==> src/design/hid_report_layout_parser_assert.svh <==
`ifndef HID_REPORT_LAYOUT_PARSER_ASSERT_SVH
`define HID_REPORT_LAYOUT_PARSER_ASSERT_SVH

// Same-cycle implication, checked outside reset
`define HRLP_CHECK(label, ante, cons, msg) \
  label: assert property (@(posedge clk) disable iff (rst) (ante) |-> (cons)) else $error(msg);

// Next-cycle implication, checked outside reset
`define HRLP_CHECK_NEXT(label, ante, cons, msg) \
  label: assert property (@(posedge clk) disable iff (rst) (ante) |=> (cons)) else $error(msg);

`endif

==> src/design/hrlp_pkg.sv <==
package hrlp_pkg;

  // Item prefixes
  localparam logic [7:0] PFX_USAGE_PAGE   = 8'h05;
  localparam logic [7:0] PFX_USAGE        = 8'h09;
  localparam logic [7:0] PFX_USAGE_EXT    = 8'h0a;
  localparam logic [7:0] PFX_REPORT_COUNT = 8'h95;
  localparam logic [7:0] PFX_REPORT_SIZE  = 8'h75;
  localparam logic [7:0] PFX_INPUT        = 8'h81;
  localparam logic [7:0] PFX_OUTPUT       = 8'h91;

  // Size code that means four data bytes
  localparam logic [1:0] SIZE_CODE_LONG = 2'd3;
  localparam logic [2:0] LONG_DATA_BYTES = 3'd4;

  // Usage pages
  localparam logic [7:0] PAGE_DESKTOP  = 8'h01;
  localparam logic [7:0] PAGE_BUTTON   = 8'h09;
  localparam logic [7:0] PAGE_CONSUMER = 8'h0c;

  // Usages
  localparam logic [15:0] USAGE_X      = 16'h0030;
  localparam logic [15:0] USAGE_Y      = 16'h0031;
  localparam logic [15:0] USAGE_WHEEL  = 16'h0038;
  localparam logic [15:0] USAGE_AC_PAN = 16'h0238;

  // Layout slots
  localparam int LAYOUT_FIELDS = 5;
  localparam int L_BUTTON = 0;
  localparam int L_X      = 1;
  localparam int L_Y      = 2;
  localparam int L_WHEEL  = 3;
  localparam int L_PAN    = 4;

  // Item queue between front and back
  localparam int QUEUE_DEPTH = 4;
  localparam int QUEUE_PW    = 2;
  localparam int QUEUE_CW    = 3;

  localparam logic [7:0] REPORT_COUNT_RESET = 8'd1;

  // One queued word: an assembled item and/or the end-of-descriptor mark
  typedef struct packed {
    logic        has_item;
    logic [7:0]  prefix;
    logic [15:0] value;
    logic        last;
  } hrlp_entry_t;

  typedef struct packed {
    logic [7:0] button_start;
    logic [7:0] button_length;
    logic [7:0] x_start;
    logic [7:0] x_length;
    logic [7:0] y_start;
    logic [7:0] y_length;
    logic [7:0] wheel_start;
    logic [7:0] wheel_length;
    logic [7:0] pan_start;
    logic [7:0] pan_length;
  } hrlp_layout_t;

  typedef struct packed {
    logic pop;
    logic emit;
  } hrlp_exec_stat_t;

  typedef enum logic [1:0] {
    EX_IDLE,
    EX_WALK,
    EX_EMIT
  } hrlp_exec_state_t;

endpackage

==> src/design/hid_report_layout_parser.sv <==
// Path: the last byte's end mark goes through the item queue; the back end walks the usages
//   of any Input items ahead of or with it, then enters EMIT and registers the layout.
// Throughput: 1 byte per cycle into a 4-word item queue while in_stall (queue full) is low;
//   the back end runs 1 item per cycle while idle, but an Input item on Generic Desktop or
//   Consumer walks its n usages one by one (n = clamped usage count, up to USAGE_SLOTS).
// Reset: synchronous, active high rst returns parser, queue and output to empty state.
module hid_report_layout_parser #(
  parameter int USAGE_SLOTS = 5
) (
  input  logic       clk,
  input  logic       rst,
  input  logic       in_valid,
  output logic       in_stall,
  input  logic [7:0] desc_byte,
  input  logic       last_byte,
  output logic       out_valid,
  input  logic       out_stall,
  output logic [7:0] button_start,
  output logic [7:0] button_length,
  output logic [7:0] x_start,
  output logic [7:0] x_length,
  output logic [7:0] y_start,
  output logic [7:0] y_length,
  output logic [7:0] wheel_start,
  output logic [7:0] wheel_length,
  output logic [7:0] pan_start,
  output logic [7:0] pan_length
);

  `include "hid_report_layout_parser_assert.svh"

  logic                      q_push;
  logic                      q_pop;
  logic                      q_full;
  logic                      q_empty;
  hrlp_pkg::hrlp_entry_t     q_wdata;
  hrlp_pkg::hrlp_entry_t     q_rdata;
  hrlp_pkg::hrlp_layout_t    out_layout;
  hrlp_pkg::hrlp_exec_stat_t stat;

  hrlp_front u_front (
    .clk       (clk),
    .rst       (rst),
    .in_valid  (in_valid),
    .in_stall  (in_stall),
    .desc_byte (desc_byte),
    .last_byte (last_byte),
    .q_full    (q_full),
    .q_push    (q_push),
    .q_wdata   (q_wdata)
  );

  hrlp_queue u_queue (
    .clk   (clk),
    .rst   (rst),
    .push  (q_push),
    .wdata (q_wdata),
    .pop   (q_pop),
    .rdata (q_rdata),
    .full  (q_full),
    .empty (q_empty)
  );

  hrlp_exec #(
    .USAGE_SLOTS (USAGE_SLOTS)
  ) u_exec (
    .clk        (clk),
    .rst        (rst),
    .q_empty    (q_empty),
    .q_rdata    (q_rdata),
    .q_pop      (q_pop),
    .out_valid  (out_valid),
    .out_stall  (out_stall),
    .out_layout (out_layout),
    .stat       (stat)
  );

  // Unpack the result word
  assign button_start  = out_layout.button_start;
  assign button_length = out_layout.button_length;
  assign x_start       = out_layout.x_start;
  assign x_length      = out_layout.x_length;
  assign y_start       = out_layout.y_start;
  assign y_length      = out_layout.y_length;
  assign wheel_start   = out_layout.wheel_start;
  assign wheel_length  = out_layout.wheel_length;
  assign pan_start     = out_layout.pan_start;
  assign pan_length    = out_layout.pan_length;

  `HRLP_CHECK(a_no_push_full, q_full, !q_push, "item pushed into full queue")
  `HRLP_CHECK(a_no_pop_empty, stat.pop, !q_empty, "item popped from empty queue")
  `HRLP_CHECK_NEXT(a_emit_valid, stat.emit, out_valid, "emitted layout not presented")

endmodule

==> src/design/hrlp_front.sv <==
module hrlp_front (
  input  logic                 clk,
  input  logic                 rst,
  input  logic                 in_valid,
  output logic                 in_stall,
  input  logic [7:0]           desc_byte,
  input  logic                 last_byte,
  input  logic                 q_full,
  output logic                 q_push,
  output hrlp_pkg::hrlp_entry_t q_wdata
);

  logic [7:0]  item_prefix;
  logic [2:0]  bytes_left;
  logic [15:0] item_value;
  logic [2:0]  byte_index;

  logic [7:0]  item_prefix_next;
  logic [2:0]  bytes_left_next;
  logic [15:0] item_value_next;
  logic [2:0]  byte_index_next;
  logic        accept;
  logic        complete;

  assign in_stall = q_full;
  assign accept   = in_valid && !in_stall;

  // Assemble the current item from prefix and data bytes
  always_comb begin
    item_prefix_next = item_prefix;
    item_value_next  = item_value;
    byte_index_next  = byte_index;
    bytes_left_next  = bytes_left;
    complete         = 1'b0;
    if (bytes_left == 3'd0) begin
      item_prefix_next = desc_byte;
      item_value_next  = 16'd0;
      byte_index_next  = 3'd0;
      bytes_left_next  = (desc_byte[1:0] == hrlp_pkg::SIZE_CODE_LONG) ?
                         hrlp_pkg::LONG_DATA_BYTES : {1'b0, desc_byte[1:0]};
      complete         = (desc_byte[1:0] == 2'd0);
    end else begin
      if (byte_index == 3'd0) begin
        item_value_next = {item_value[15:8], desc_byte};
      end else if (byte_index == 3'd1) begin
        item_value_next = {desc_byte, item_value[7:0]};
      end
      byte_index_next = byte_index + 3'd1;
      bytes_left_next = bytes_left - 3'd1;
      complete        = (bytes_left == 3'd1);
    end
  end

  // Queue a finished item, or the end mark (a cut-off item is dropped)
  assign q_push           = accept && (complete || last_byte);
  assign q_wdata.has_item = complete;
  assign q_wdata.prefix   = item_prefix_next;
  assign q_wdata.value    = item_value_next;
  assign q_wdata.last     = last_byte;

  // Advance assembly; restart on the last byte
  always_ff @(posedge clk) begin
    if (rst) begin
      item_prefix <= 8'd0;
      bytes_left  <= 3'd0;
      item_value  <= 16'd0;
      byte_index  <= 3'd0;
    end else if (accept) begin
      if (last_byte) begin
        item_prefix <= 8'd0;
        bytes_left  <= 3'd0;
        item_value  <= 16'd0;
        byte_index  <= 3'd0;
      end else begin
        item_prefix <= item_prefix_next;
        bytes_left  <= bytes_left_next;
        item_value  <= item_value_next;
        byte_index  <= byte_index_next;
      end
    end
  end

endmodule

==> src/design/hrlp_queue.sv <==
module hrlp_queue (
  input  logic                  clk,
  input  logic                  rst,
  input  logic                  push,
  input  hrlp_pkg::hrlp_entry_t wdata,
  input  logic                  pop,
  output hrlp_pkg::hrlp_entry_t rdata,
  output logic                  full,
  output logic                  empty
);

  hrlp_pkg::hrlp_entry_t slots [hrlp_pkg::QUEUE_DEPTH];

  logic [hrlp_pkg::QUEUE_PW-1:0] wr_ptr;
  logic [hrlp_pkg::QUEUE_PW-1:0] rd_ptr;
  logic [hrlp_pkg::QUEUE_CW-1:0] count;

  assign full  = (count == hrlp_pkg::QUEUE_CW'(hrlp_pkg::QUEUE_DEPTH));
  assign empty = (count == '0);
  assign rdata = slots[rd_ptr];

  // Store pushed words
  always_ff @(posedge clk) begin
    if (push) begin
      slots[wr_ptr] <= wdata;
    end
  end

  // Track pointers and fill level
  always_ff @(posedge clk) begin
    if (rst) begin
      wr_ptr <= '0;
      rd_ptr <= '0;
      count  <= '0;
    end else begin
      if (push) begin
        wr_ptr <= wr_ptr + hrlp_pkg::QUEUE_PW'(1);
      end
      if (pop) begin
        rd_ptr <= rd_ptr + hrlp_pkg::QUEUE_PW'(1);
      end
      if (push && !pop) begin
        count <= count + hrlp_pkg::QUEUE_CW'(1);
      end else if (pop && !push) begin
        count <= count - hrlp_pkg::QUEUE_CW'(1);
      end
    end
  end

endmodule

==> src/design/hrlp_exec.sv <==
module hrlp_exec #(
  parameter int USAGE_SLOTS = 5
) (
  input  logic                       clk,
  input  logic                       rst,
  input  logic                       q_empty,
  input  hrlp_pkg::hrlp_entry_t      q_rdata,
  output logic                       q_pop,
  output logic                       out_valid,
  input  logic                       out_stall,
  output hrlp_pkg::hrlp_layout_t     out_layout,
  output hrlp_pkg::hrlp_exec_stat_t  stat
);

  localparam int TW = $clog2(USAGE_SLOTS + 1);
  localparam int IW = (USAGE_SLOTS > 1) ? $clog2(USAGE_SLOTS) : 1;

  hrlp_pkg::hrlp_exec_state_t state;
  hrlp_pkg::hrlp_exec_state_t state_next;

  logic [7:0]    usage_page;
  logic [15:0]   usage_slots [USAGE_SLOTS];
  logic [TW-1:0] usage_total;
  logic [7:0]    field_count;
  logic [7:0]    field_bits;
  logic [15:0]   bit_offset;
  logic [7:0]    layout_starts [hrlp_pkg::LAYOUT_FIELDS];
  logic [7:0]    layout_lengths [hrlp_pkg::LAYOUT_FIELDS];

  logic [TW-1:0] walk_n;
  logic [TW-1:0] walk_idx;
  logic          walk_last;

  logic [15:0]   prod;
  logic [7:0]    clamp8;
  logic [TW-1:0] clamp_n;
  logic          page_walks;
  logic          walk_start;
  logic [TW-1:0] walk_idx_inc;
  logic          walk_end;
  logic          out_free;
  logic          run;
  logic          step;
  logic          emit;
  logic [15:0]   cur_usage;

  assign prod       = {8'd0, field_count} * {8'd0, field_bits};
  assign clamp8     = (8'(usage_total) < field_count) ? 8'(usage_total) : field_count;
  assign clamp_n    = clamp8[TW-1:0];
  assign page_walks = (usage_page == hrlp_pkg::PAGE_DESKTOP) ||
                      (usage_page == hrlp_pkg::PAGE_CONSUMER);
  assign walk_start = q_rdata.has_item && (q_rdata.prefix == hrlp_pkg::PFX_INPUT) &&
                      page_walks && (clamp_n != '0);
  assign walk_idx_inc = walk_idx + TW'(1);
  assign walk_end     = (walk_idx_inc == walk_n);
  assign out_free     = !out_valid || !out_stall;
  assign cur_usage    = usage_slots[walk_idx[IW-1:0]];

  // Next state
  always_comb begin
    state_next = state;
    unique case (state)
      hrlp_pkg::EX_IDLE: begin
        if (!q_empty) begin
          if (walk_start) begin
            state_next = hrlp_pkg::EX_WALK;
          end else if (q_rdata.last) begin
            state_next = hrlp_pkg::EX_EMIT;
          end
        end
      end
      hrlp_pkg::EX_WALK: begin
        if (walk_end) begin
          state_next = walk_last ? hrlp_pkg::EX_EMIT : hrlp_pkg::EX_IDLE;
        end
      end
      hrlp_pkg::EX_EMIT: begin
        if (out_free) begin
          state_next = hrlp_pkg::EX_IDLE;
        end
      end
      default: state_next = hrlp_pkg::EX_IDLE;
    endcase
  end

  // Control outputs
  always_comb begin
    q_pop = 1'b0;
    run   = 1'b0;
    step  = 1'b0;
    emit  = 1'b0;
    unique case (state)
      hrlp_pkg::EX_IDLE: begin
        q_pop = !q_empty;
        run   = !q_empty && q_rdata.has_item;
      end
      hrlp_pkg::EX_WALK: step = 1'b1;
      hrlp_pkg::EX_EMIT: emit = out_free;
      default: ;
    endcase
  end

  assign stat.pop  = q_pop;
  assign stat.emit = emit;

  always_ff @(posedge clk) begin
    if (rst) begin
      state <= hrlp_pkg::EX_IDLE;
    end else begin
      state <= state_next;
    end
  end

  // Store usages; slots below the count are always freshly written
  always_ff @(posedge clk) begin
    if (run && (q_rdata.prefix == hrlp_pkg::PFX_USAGE ||
                q_rdata.prefix == hrlp_pkg::PFX_USAGE_EXT) &&
        (usage_total < TW'(USAGE_SLOTS))) begin
      usage_slots[usage_total[IW-1:0]] <= q_rdata.value;
    end
  end

  // Walk bookkeeping
  always_ff @(posedge clk) begin
    if (run && walk_start) begin
      walk_n    <= clamp_n;
      walk_idx  <= '0;
      walk_last <= q_rdata.last;
    end else if (step) begin
      walk_idx <= walk_idx_inc;
    end
  end

  // Hold the result word until taken
  always_ff @(posedge clk) begin
    if (emit) begin
      out_layout.button_start  <= layout_starts[hrlp_pkg::L_BUTTON];
      out_layout.button_length <= layout_lengths[hrlp_pkg::L_BUTTON];
      out_layout.x_start       <= layout_starts[hrlp_pkg::L_X];
      out_layout.x_length      <= layout_lengths[hrlp_pkg::L_X];
      out_layout.y_start       <= layout_starts[hrlp_pkg::L_Y];
      out_layout.y_length      <= layout_lengths[hrlp_pkg::L_Y];
      out_layout.wheel_start   <= layout_starts[hrlp_pkg::L_WHEEL];
      out_layout.wheel_length  <= layout_lengths[hrlp_pkg::L_WHEEL];
      out_layout.pan_start     <= layout_starts[hrlp_pkg::L_PAN];
      out_layout.pan_length    <= layout_lengths[hrlp_pkg::L_PAN];
    end
  end

  always_ff @(posedge clk) begin
    if (rst) begin
      out_valid <= 1'b0;
    end else if (emit) begin
      out_valid <= 1'b1;
    end else if (!out_stall) begin
      out_valid <= 1'b0;
    end
  end

  // Parser state: run items, walk usages, clear after emitting
  always_ff @(posedge clk) begin
    if (rst || emit) begin
      usage_page  <= 8'd0;
      usage_total <= '0;
      field_count <= hrlp_pkg::REPORT_COUNT_RESET;
      field_bits  <= 8'd0;
      bit_offset  <= 16'd0;
      for (int k = 0; k < hrlp_pkg::LAYOUT_FIELDS; k++) begin
        layout_starts[k]  <= 8'd0;
        layout_lengths[k] <= 8'd0;
      end
    end else if (run) begin
      unique case (q_rdata.prefix) inside
        hrlp_pkg::PFX_USAGE_PAGE: usage_page <= q_rdata.value[7:0];
        hrlp_pkg::PFX_USAGE, hrlp_pkg::PFX_USAGE_EXT: begin
          if (usage_total < TW'(USAGE_SLOTS)) begin
            usage_total <= usage_total + TW'(1);
          end
        end
        hrlp_pkg::PFX_REPORT_COUNT: field_count <= q_rdata.value[7:0];
        hrlp_pkg::PFX_REPORT_SIZE:  field_bits  <= q_rdata.value[7:0];
        hrlp_pkg::PFX_INPUT: begin
          if (usage_page == hrlp_pkg::PAGE_BUTTON) begin
            layout_starts[hrlp_pkg::L_BUTTON]  <= bit_offset[7:0];
            layout_lengths[hrlp_pkg::L_BUTTON] <= prod[7:0];
            bit_offset <= bit_offset + {8'd0, prod[7:0]};
          end else if (!page_walks) begin
            bit_offset <= bit_offset + prod;
          end
          // A walk keeps page and count until its last step
          if (!walk_start) begin
            usage_page  <= 8'd0;
            usage_total <= '0;
          end
        end
        hrlp_pkg::PFX_OUTPUT: usage_total <= '0;
        default: ;
      endcase
    end else if (step) begin
      if (usage_page == hrlp_pkg::PAGE_DESKTOP) begin
        if (cur_usage == hrlp_pkg::USAGE_X) begin
          layout_starts[hrlp_pkg::L_X]  <= bit_offset[7:0];
          layout_lengths[hrlp_pkg::L_X] <= field_bits;
        end else if (cur_usage == hrlp_pkg::USAGE_Y) begin
          layout_starts[hrlp_pkg::L_Y]  <= bit_offset[7:0];
          layout_lengths[hrlp_pkg::L_Y] <= field_bits;
        end else if (cur_usage == hrlp_pkg::USAGE_WHEEL) begin
          layout_starts[hrlp_pkg::L_WHEEL]  <= bit_offset[7:0];
          layout_lengths[hrlp_pkg::L_WHEEL] <= field_bits;
        end
      end else if (cur_usage == hrlp_pkg::USAGE_AC_PAN) begin
        layout_starts[hrlp_pkg::L_PAN]  <= bit_offset[7:0];
        layout_lengths[hrlp_pkg::L_PAN] <= field_bits;
      end
      bit_offset <= bit_offset + {8'd0, field_bits};
      if (walk_end) begin
        usage_page  <= 8'd0;
        usage_total <= '0;
      end
    end
  end

endmodule
==> config.mk <==
export PLATFORM = sky130hd
export DESIGN_NAME = hid_report_layout_parser
export DESIGN_NICKNAME = d
export VERILOG_FILES = /design/src/design/hrlp_pkg.sv /design/src/design/hid_report_layout_parser.sv /design/src/design/hrlp_front.sv /design/src/design/hrlp_queue.sv /design/src/design/hrlp_exec.sv
export VERILOG_INCLUDE_DIRS = /design/src /design/src/design
export SDC_FILE = /design/constraint.sdc
export NUM_CORES = 1
export LEC_CHECK = 0
export BUFFER_PORTS_ARGS = -buffer_cell sky130_fd_sc_hd__buf_4
export CAP_MARGIN = 20
export CORE_MARGIN = 2
export CORE_UTILIZATION = 60
export DETAILED_ROUTE_END_ITERATION = 8
export GPL_TIMING_DRIVEN = 0
export PLACE_DENSITY_LB_ADDON = 0.05
export SYNTH_ARGS = -nofsm -noshare
export SYNTH_HDL_FRONTEND = slang
export SYNTH_SLANG_ARGS = --single-unit
==> constraint.sdc <==
create_clock -name clk -period 8.3 [get_ports clk]
set_input_delay 1.66 -clock clk [delete_from_list [all_inputs] [get_ports clk]]
set_output_delay 1.66 -clock clk [all_outputs]
set_load 0.01 [all_outputs]
Word-level counts from Yosys, hierarchy flattened
Memory sizes are Yosys's and may differ from the RTL's. A register that Yosys moved wholly into a read port is not among the register bits. Cells that the tools add are included.

Output and inout port bits: 82. Register bits: 90. Logic and storage cells: 211. Input bits: 13. RAM bits: 264. Memories: 4.

Multiplexer cells: 96. Multipliers: 1. Magnitude comparators: 2. Add/subtract/negate cells: 11. Bitwise operators: 10. Equal/unequal tests: 32. Reduce and logical (&&, ||, !) cells: 38.

Memory list: u_queue.slots (words 4, width 26, read ports 1, clocked after memory_dff 1, wr ports 1, line hrlp_queue.sv:12) `hrlp_pkg::hrlp_entry_t slots [hrlp_pkg::QUEUE_DEPTH];`; u_exec.usage_slots (words 5, width 16, read ports 1, clocked after memory_dff 1, wr ports 1, line hrlp_exec.sv:22) `logic [15:0] usage_slots [USAGE_SLOTS];`; u_exec.layout_lengths (words 5, width 8, read ports 5, clocked after memory_dff 5, wr ports 5, line hrlp_exec.sv:28) `logic [7:0] layout_lengths [hrlp_pkg::LAYOUT_FIELDS];`; u_exec.layout_starts (words 5, width 8, read ports 5, clocked after memory_dff 5, wr ports 5, line hrlp_exec.sv:27) `logic [7:0] layout_starts [hrlp_pkg::LAYOUT_FIELDS];`.

Operators with widths (count): $mux W16 (9); $mux W8 (16); $eq A16 B6 Y1 const B (3); $mux W1 (45); $mux W3 (15); $add A16 B8 Y16 (2); $eq A8 B4 Y1 const B (4); $eq A8 B8 Y1 const B (3); $add A16 B16 Y16 (1); $eq A16 B10 Y1 const B (1); $mul A8 B8 Y16 (1); $mux W2 (8); $pmux W8 S2 (1); $add A3 B1 Y3 const B (4); $ne A3 B3 Y1 const B (4); $logic_and A1 B1 Y1 (11); $or A1 B1 Y1 (10); $logic_not A3 Y1 (3); $pmux W3 S3 (1); $eq A8 B1 Y1 const B (1); $eq A8 B3 Y1 const B (1); $eq A8 B7 Y1 const B (1); $lt A3 B8 Y1 (1); $reduce_and A4 Y1 (2); other kinds (22) (42).

Depth between registers and ports, before layout
Depth in word-level cells: 10. Gate-level depth with buffers: 21. Mapped depth without buffers: 20.

By module
Synthesis repeated with hierarchy kept, for this count alone.

Cells, all modules: 1101. Area total of the unflattened synthesis: 17162.7 sq um.

Modules (own cells, without submodules): hrlp_exec (area each 11217.0 sq um, seq. area each 8207.9 sq um, times used 1, cells each 723); hrlp_queue (area each 4226.6 sq um, seq. area each 3303.2 sq um, times used 1, cells each 180); hrlp_front (area each 1719.1 sq um, seq. area each 600.6 sq um, times used 1, cells each 198).

Worst setup path before layout
Ideal clock, no wire load.

Path kind: input port to flip-flop. From: input port out_stall. To: memory u_exec.layout_lengths[1][2], in the netlist u_exec.layout_lengths[0][10], enable pin. Setup slack: 576 ps. Data arrival time: 7313 ps. Data required time: 7889 ps. Library setup time: 411 ps. Stages on the path: 4. Path buffers: 1. Cell sequence: a21oi_1 > nor2_1 > clkbuf_1 > o21ai_0.

RTL lines: start: declaration (line hid_report_layout_parser.sv:17) `input logic out_stall,`; end: declaration (line hrlp_exec.sv:28).

Worst setup path in the final report
From: register u_exec.field_count[1]. To: register u_exec.bit_offset[7].

Word-level cells in the longest chain between the ends: 6. Elaborated cells between the ends (all ways): 7. Classes of those cells: add/sub: 2; mul: 1; mux: 4.

RTL lines: start: declaration (line hrlp_exec.sv:24) `logic [7:0] field_count;`; start signal: assignment (line hrlp_exec.sv:165) `field_count <= hrlp_pkg::REPORT_COUNT_RESET;`; start signal: assignment (line hrlp_exec.sv:180) `hrlp_pkg::PFX_REPORT_COUNT: field_count <= q_rdata.value[7:0];`; $mul A8 B8 Y16 * (line hrlp_exec.sv:47) `assign prod = {8'd0, field_count} * {8'd0, field_bits};`; $add A16 B16 Y16 (line hrlp_exec.sv:188) `bit_offset <= bit_offset + prod;`; $mux W16 (line hrlp_exec.sv:187) `end else if (!page_walks) begin`; $mux W16 * (line hrlp_exec.sv:183) `if (usage_page == hrlp_pkg::PAGE_BUTTON) begin`; $mux W16 * (line hrlp_exec.sv:173) `unique case (q_rdata.prefix) inside`; $mux W16 * (line hrlp_exec.sv:172) `end else if (run) begin`; end signal: assignment (line hrlp_exec.sv:186) `bit_offset <= bit_offset + {8'd0, prod[7:0]};`; end signal: assignment (line hrlp_exec.sv:188); end signal: assignment (line hrlp_exec.sv:215) `bit_offset <= bit_offset + {8'd0, field_bits};`; end: declaration (line hrlp_exec.sv:26) `logic [15:0] bit_offset;`.

Every way passes the cells marked *; elsewhere a longest branch is shown, timed or not. The select of a mux whose other input is x is not followed. A chain may end at the register's enable or synchronous reset.

==> flow_summary.json <==
{
  "status": "finished, final reports clean",
  "cp.required_ps": 8750,
  "vias": 9138,
  "ys_ff_latch": 431,
  "seq_area_frac_synth": 0.711,
  "netlist_top_cells_area": "edfxtp_1 (61%), dfxtp_1 (9.8%), ha_1 (2.8%)",
  "yosys_warnings": 0,
  "maxSlewViolCount": 0,
  "h-tree-depth": 2,
  "dp_hpwl_microns": 21100,
  "routedWlPerCell_microns": 18.7,
  "slowest_stage": "fa_1",
  "antenna_found_initial": 0,
  "drc": 0,
  "syn-cell-area_sq_um": 17000,
  "cp.arrival_ps": 5380,
  "grt_pass1_wl_microns": 49800,
  "fin_crit_sh": 0.594,
  "cp_slowest_stage_delay_ps": 540,
  "ios": 95,
  "first_iter_violations": 592,
  "synth_commonest_cells": "edfxtp_1 (348), nor2_1 (116), dfxtp_1 (83)",
  "synthFlopType": "edfxtp_1",
  "fmax_ghz": 0.203,
  "worstPathMaxFanout": 10,
  "cts_setup_buffers": 0,
  "leakage_uw": 0.00713,
  "fin_skew_ps": 16.2,
  "core_area_sq_um": 27900,
  "drive_gt1_frac": 0.167,
  "via_per_inst": 5.51,
  "final_area_sq_um": 19800,
  "synth_edf_count": 348,
  "grt-ovfl-total": 0,
  "start_util": 0.612,
  "end_kind": "flop",
  "cts_hold_buf": 0,
  "final_hold_viol_count": 0,
  "routabilityCongestion": 0.847,
  "cp_top_family": "adder cells",
  "cp-start-kind": "flop",
  "setup_tns_ps": 0,
  "rows": 61,
  "cp_common_cell": "fa_1",
  "netlist.area_leader.share": 0.613,
  "r2r_start": "u_exec.field_count[1]",
  "synth_most_common_cell": "edfxtp_1",
  "grt_max_degree": 34,
  "hp-class": "flop to flop",
  "vdd_ir_drop_max_v": 0.000187,
  "syn_area_per_cell_sq_um": 15.5,
  "clock-sinks": 431,
  "reg2reg_depth": 15,
  "crit_buf_inv": 2,
  "slew_headroom": 0.297,
  "cp_cell_sequence": "clkbuf_1 > nand2_1 > fa_1 > fa_1 > inv_1 > fa_1 > fa_1 > ha_1 > a21oi_1 > xnor3_1 > xnor3_1 > o21ai_0 > xor2_1 > or3_1 > a21oi_1",
  "ys_types": 66,
  "dieHeight_microns": 173,
  "final_util": 0.709,
  "dieWidth_microns": 173,
  "io_buffer_count": 92,
  "routed_wl_microns": 31000,
  "cts_resized": 0,
  "grtUsageTotal": 0.213,
  "cts_made_buffers": 42,
  "synth_fp_nets": 1166,
  "criticalPathCategory": "flop to flop",
  "rsz0062_at_grt": "false",
  "antenna_left": 0,
  "whs_path_depth": 0,
  "setup_violations": 0,
  "drv_cap": 0,
  "netlist_instances": 1101,
  "cts_tree": "yes",
  "place_area_sq_um": 18400,
  "timing.rr.end": "u_exec.bit_offset[7]",
  "areaGrowthSynthToFinish_pct": 16.0,
  "diodes": 0,
  "clk_latency_ps": 530,
  "first_global_vias": 9263,
  "nets": 1311,
  "rrSetupSlack_ps": 3370,
  "hold_end": "wheel_length[6]",
  "tightest_slew_ps": 1050,
  "yosysTopAreaCell": "edfxtp_1",
  "p_per_area_nw_per_um2": 271,
  "die_area_sq_um": 29800,
  "clock-root-buffer": "clkbuf_16",
  "fin_crit_ps": 4930,
  "path_clk_slew_ps": 60,
  "cts_max_path_buffers": 3,
  "async_flop_share": 0,
  "min_from": "u_exec.layout_lengths[0][30]",
  "first_pass_iters": 5
}
report_power, final:
group          internal (uW)  switching, uW  leakage [uW]
sequential              2640           59.5       0.00394
clock                   1070            754      0.000656
combinational            315            513       0.00254
total                   4020           1330       0.00713
state kept, by name, indices dropped and copies added, names as in the netlist, 16 cells and up, named ones only:
signal                 count
u_front.item_value        16
u_queue.slots            104
u_exec.usage_slots        80
u_exec.layout_starts      40
u_exec.layout_lengths     40
worst reg2reg max path: stages, from the launching register on:
cell	delay [ps]
dfxtp_1	300
clkbuf_1	360
nand2_1	150
fa_1	470
fa_1	540
inv_1	50
fa_1	460
fa_1	500
ha_1	340
a21oi_1	200
xnor3_1	240
xnor3_1	390
o21ai_0	240
xor2_1	120
or3_1	330
a21oi_1	150
worst max path at each step:
| stage | start | end | slack, ps | cells after the start |
|---|---|---|---|---|
| floorplan | out_stall | u_exec.layout_lengths[0][10] | 580 | 4 |
| global placement | out_stall | u_exec.layout_starts[0][8] | -2290 | 5 |
| detailed placement | u_exec.field_count[0] | u_exec.bit_offset[7] | 3390 | 18 |
| CTS | u_exec.field_count[0] | u_exec.bit_offset[7] | 3320 | 18 |
| global route | u_exec.field_count[0] | u_exec.bit_offset[7] | 3070 | 18 |
| finish | u_exec.field_count[1] | u_exec.bit_offset[7] | 3370 | 15 |
placed cells by master, fill, tap and decap left out, types with 18 or more instances in the layout:
master	netlist	routed
clkbuf_1	36	46
nor2b_1	26	26
mux4_2	19	19
xnor2_1	18	18
clkbuf_16	0	46
inv_1	30	30
nand3_1	25	25
dfxtp_1	83	83
buf_4	0	92
nand2_1	69	69
mux2i_1	44	44
and2_1	25	25
edfxtp_1	348	348
a21oi_1	26	25
ha_1	38	38
nor2_1	116	116
o21ai_0	22	20
stage by stage:
step	hold WS [ps]	total power [uW]	instances	setup slack (ps)
global placement	401	3560	1571	-2290
detailed placement	405	3580	1580	3390
floorplan	400	3240	1101	576
global route	423	5560	1657	3070
finish	417	5350	1657	3370
CTS	418	5400	1657	3320
layer usage:
| layer | part of all wire | track usage | routed length (microns) | vias to the layer above |
|---|---|---|---|---|
| met2 | 0.52 | 0.382 | 16000 | 212 |
| met5 | 0 | 0 | 0 | - |
| met4 | 0.021 | 0.0556 | 649 | 0 |
| met3 | 0.043 | 0.0312 | 1330 | 59 |
| met1 | 0.42 | 0.274 | 13100 | 4480 |
| li1 | - | - | - | 4387 |
kinds of logic after synthesis:
family                     synth area share
buffers and inverters                0.0180
AOI/OAI and AO/OA                    0.0387
xor gates and xnor gates             0.0186
muxes                                0.0745
DFF                                   0.711
and+or+nand+nor                      0.0950
adders and majority gates            0.0444
area by class of cell:
| class | count | area (sq um) |
|---|---|---|
| Buffer | 44 | 194 |
| Timing Repair Buffer | 101 | 882 |
| Multi-Input combinational cell | 596 | 4640 |
| Tap cell | 378 | 473 |
| Inverter | 30 | 113 |
| Sequential cell | 431 | 12100 |
| Clock inverter | 18 | 118 |
| Clock buffer | 59 | 1230 |
| Fill cell | 1844 | 8100 |
(Power assumes the default switching activity.)
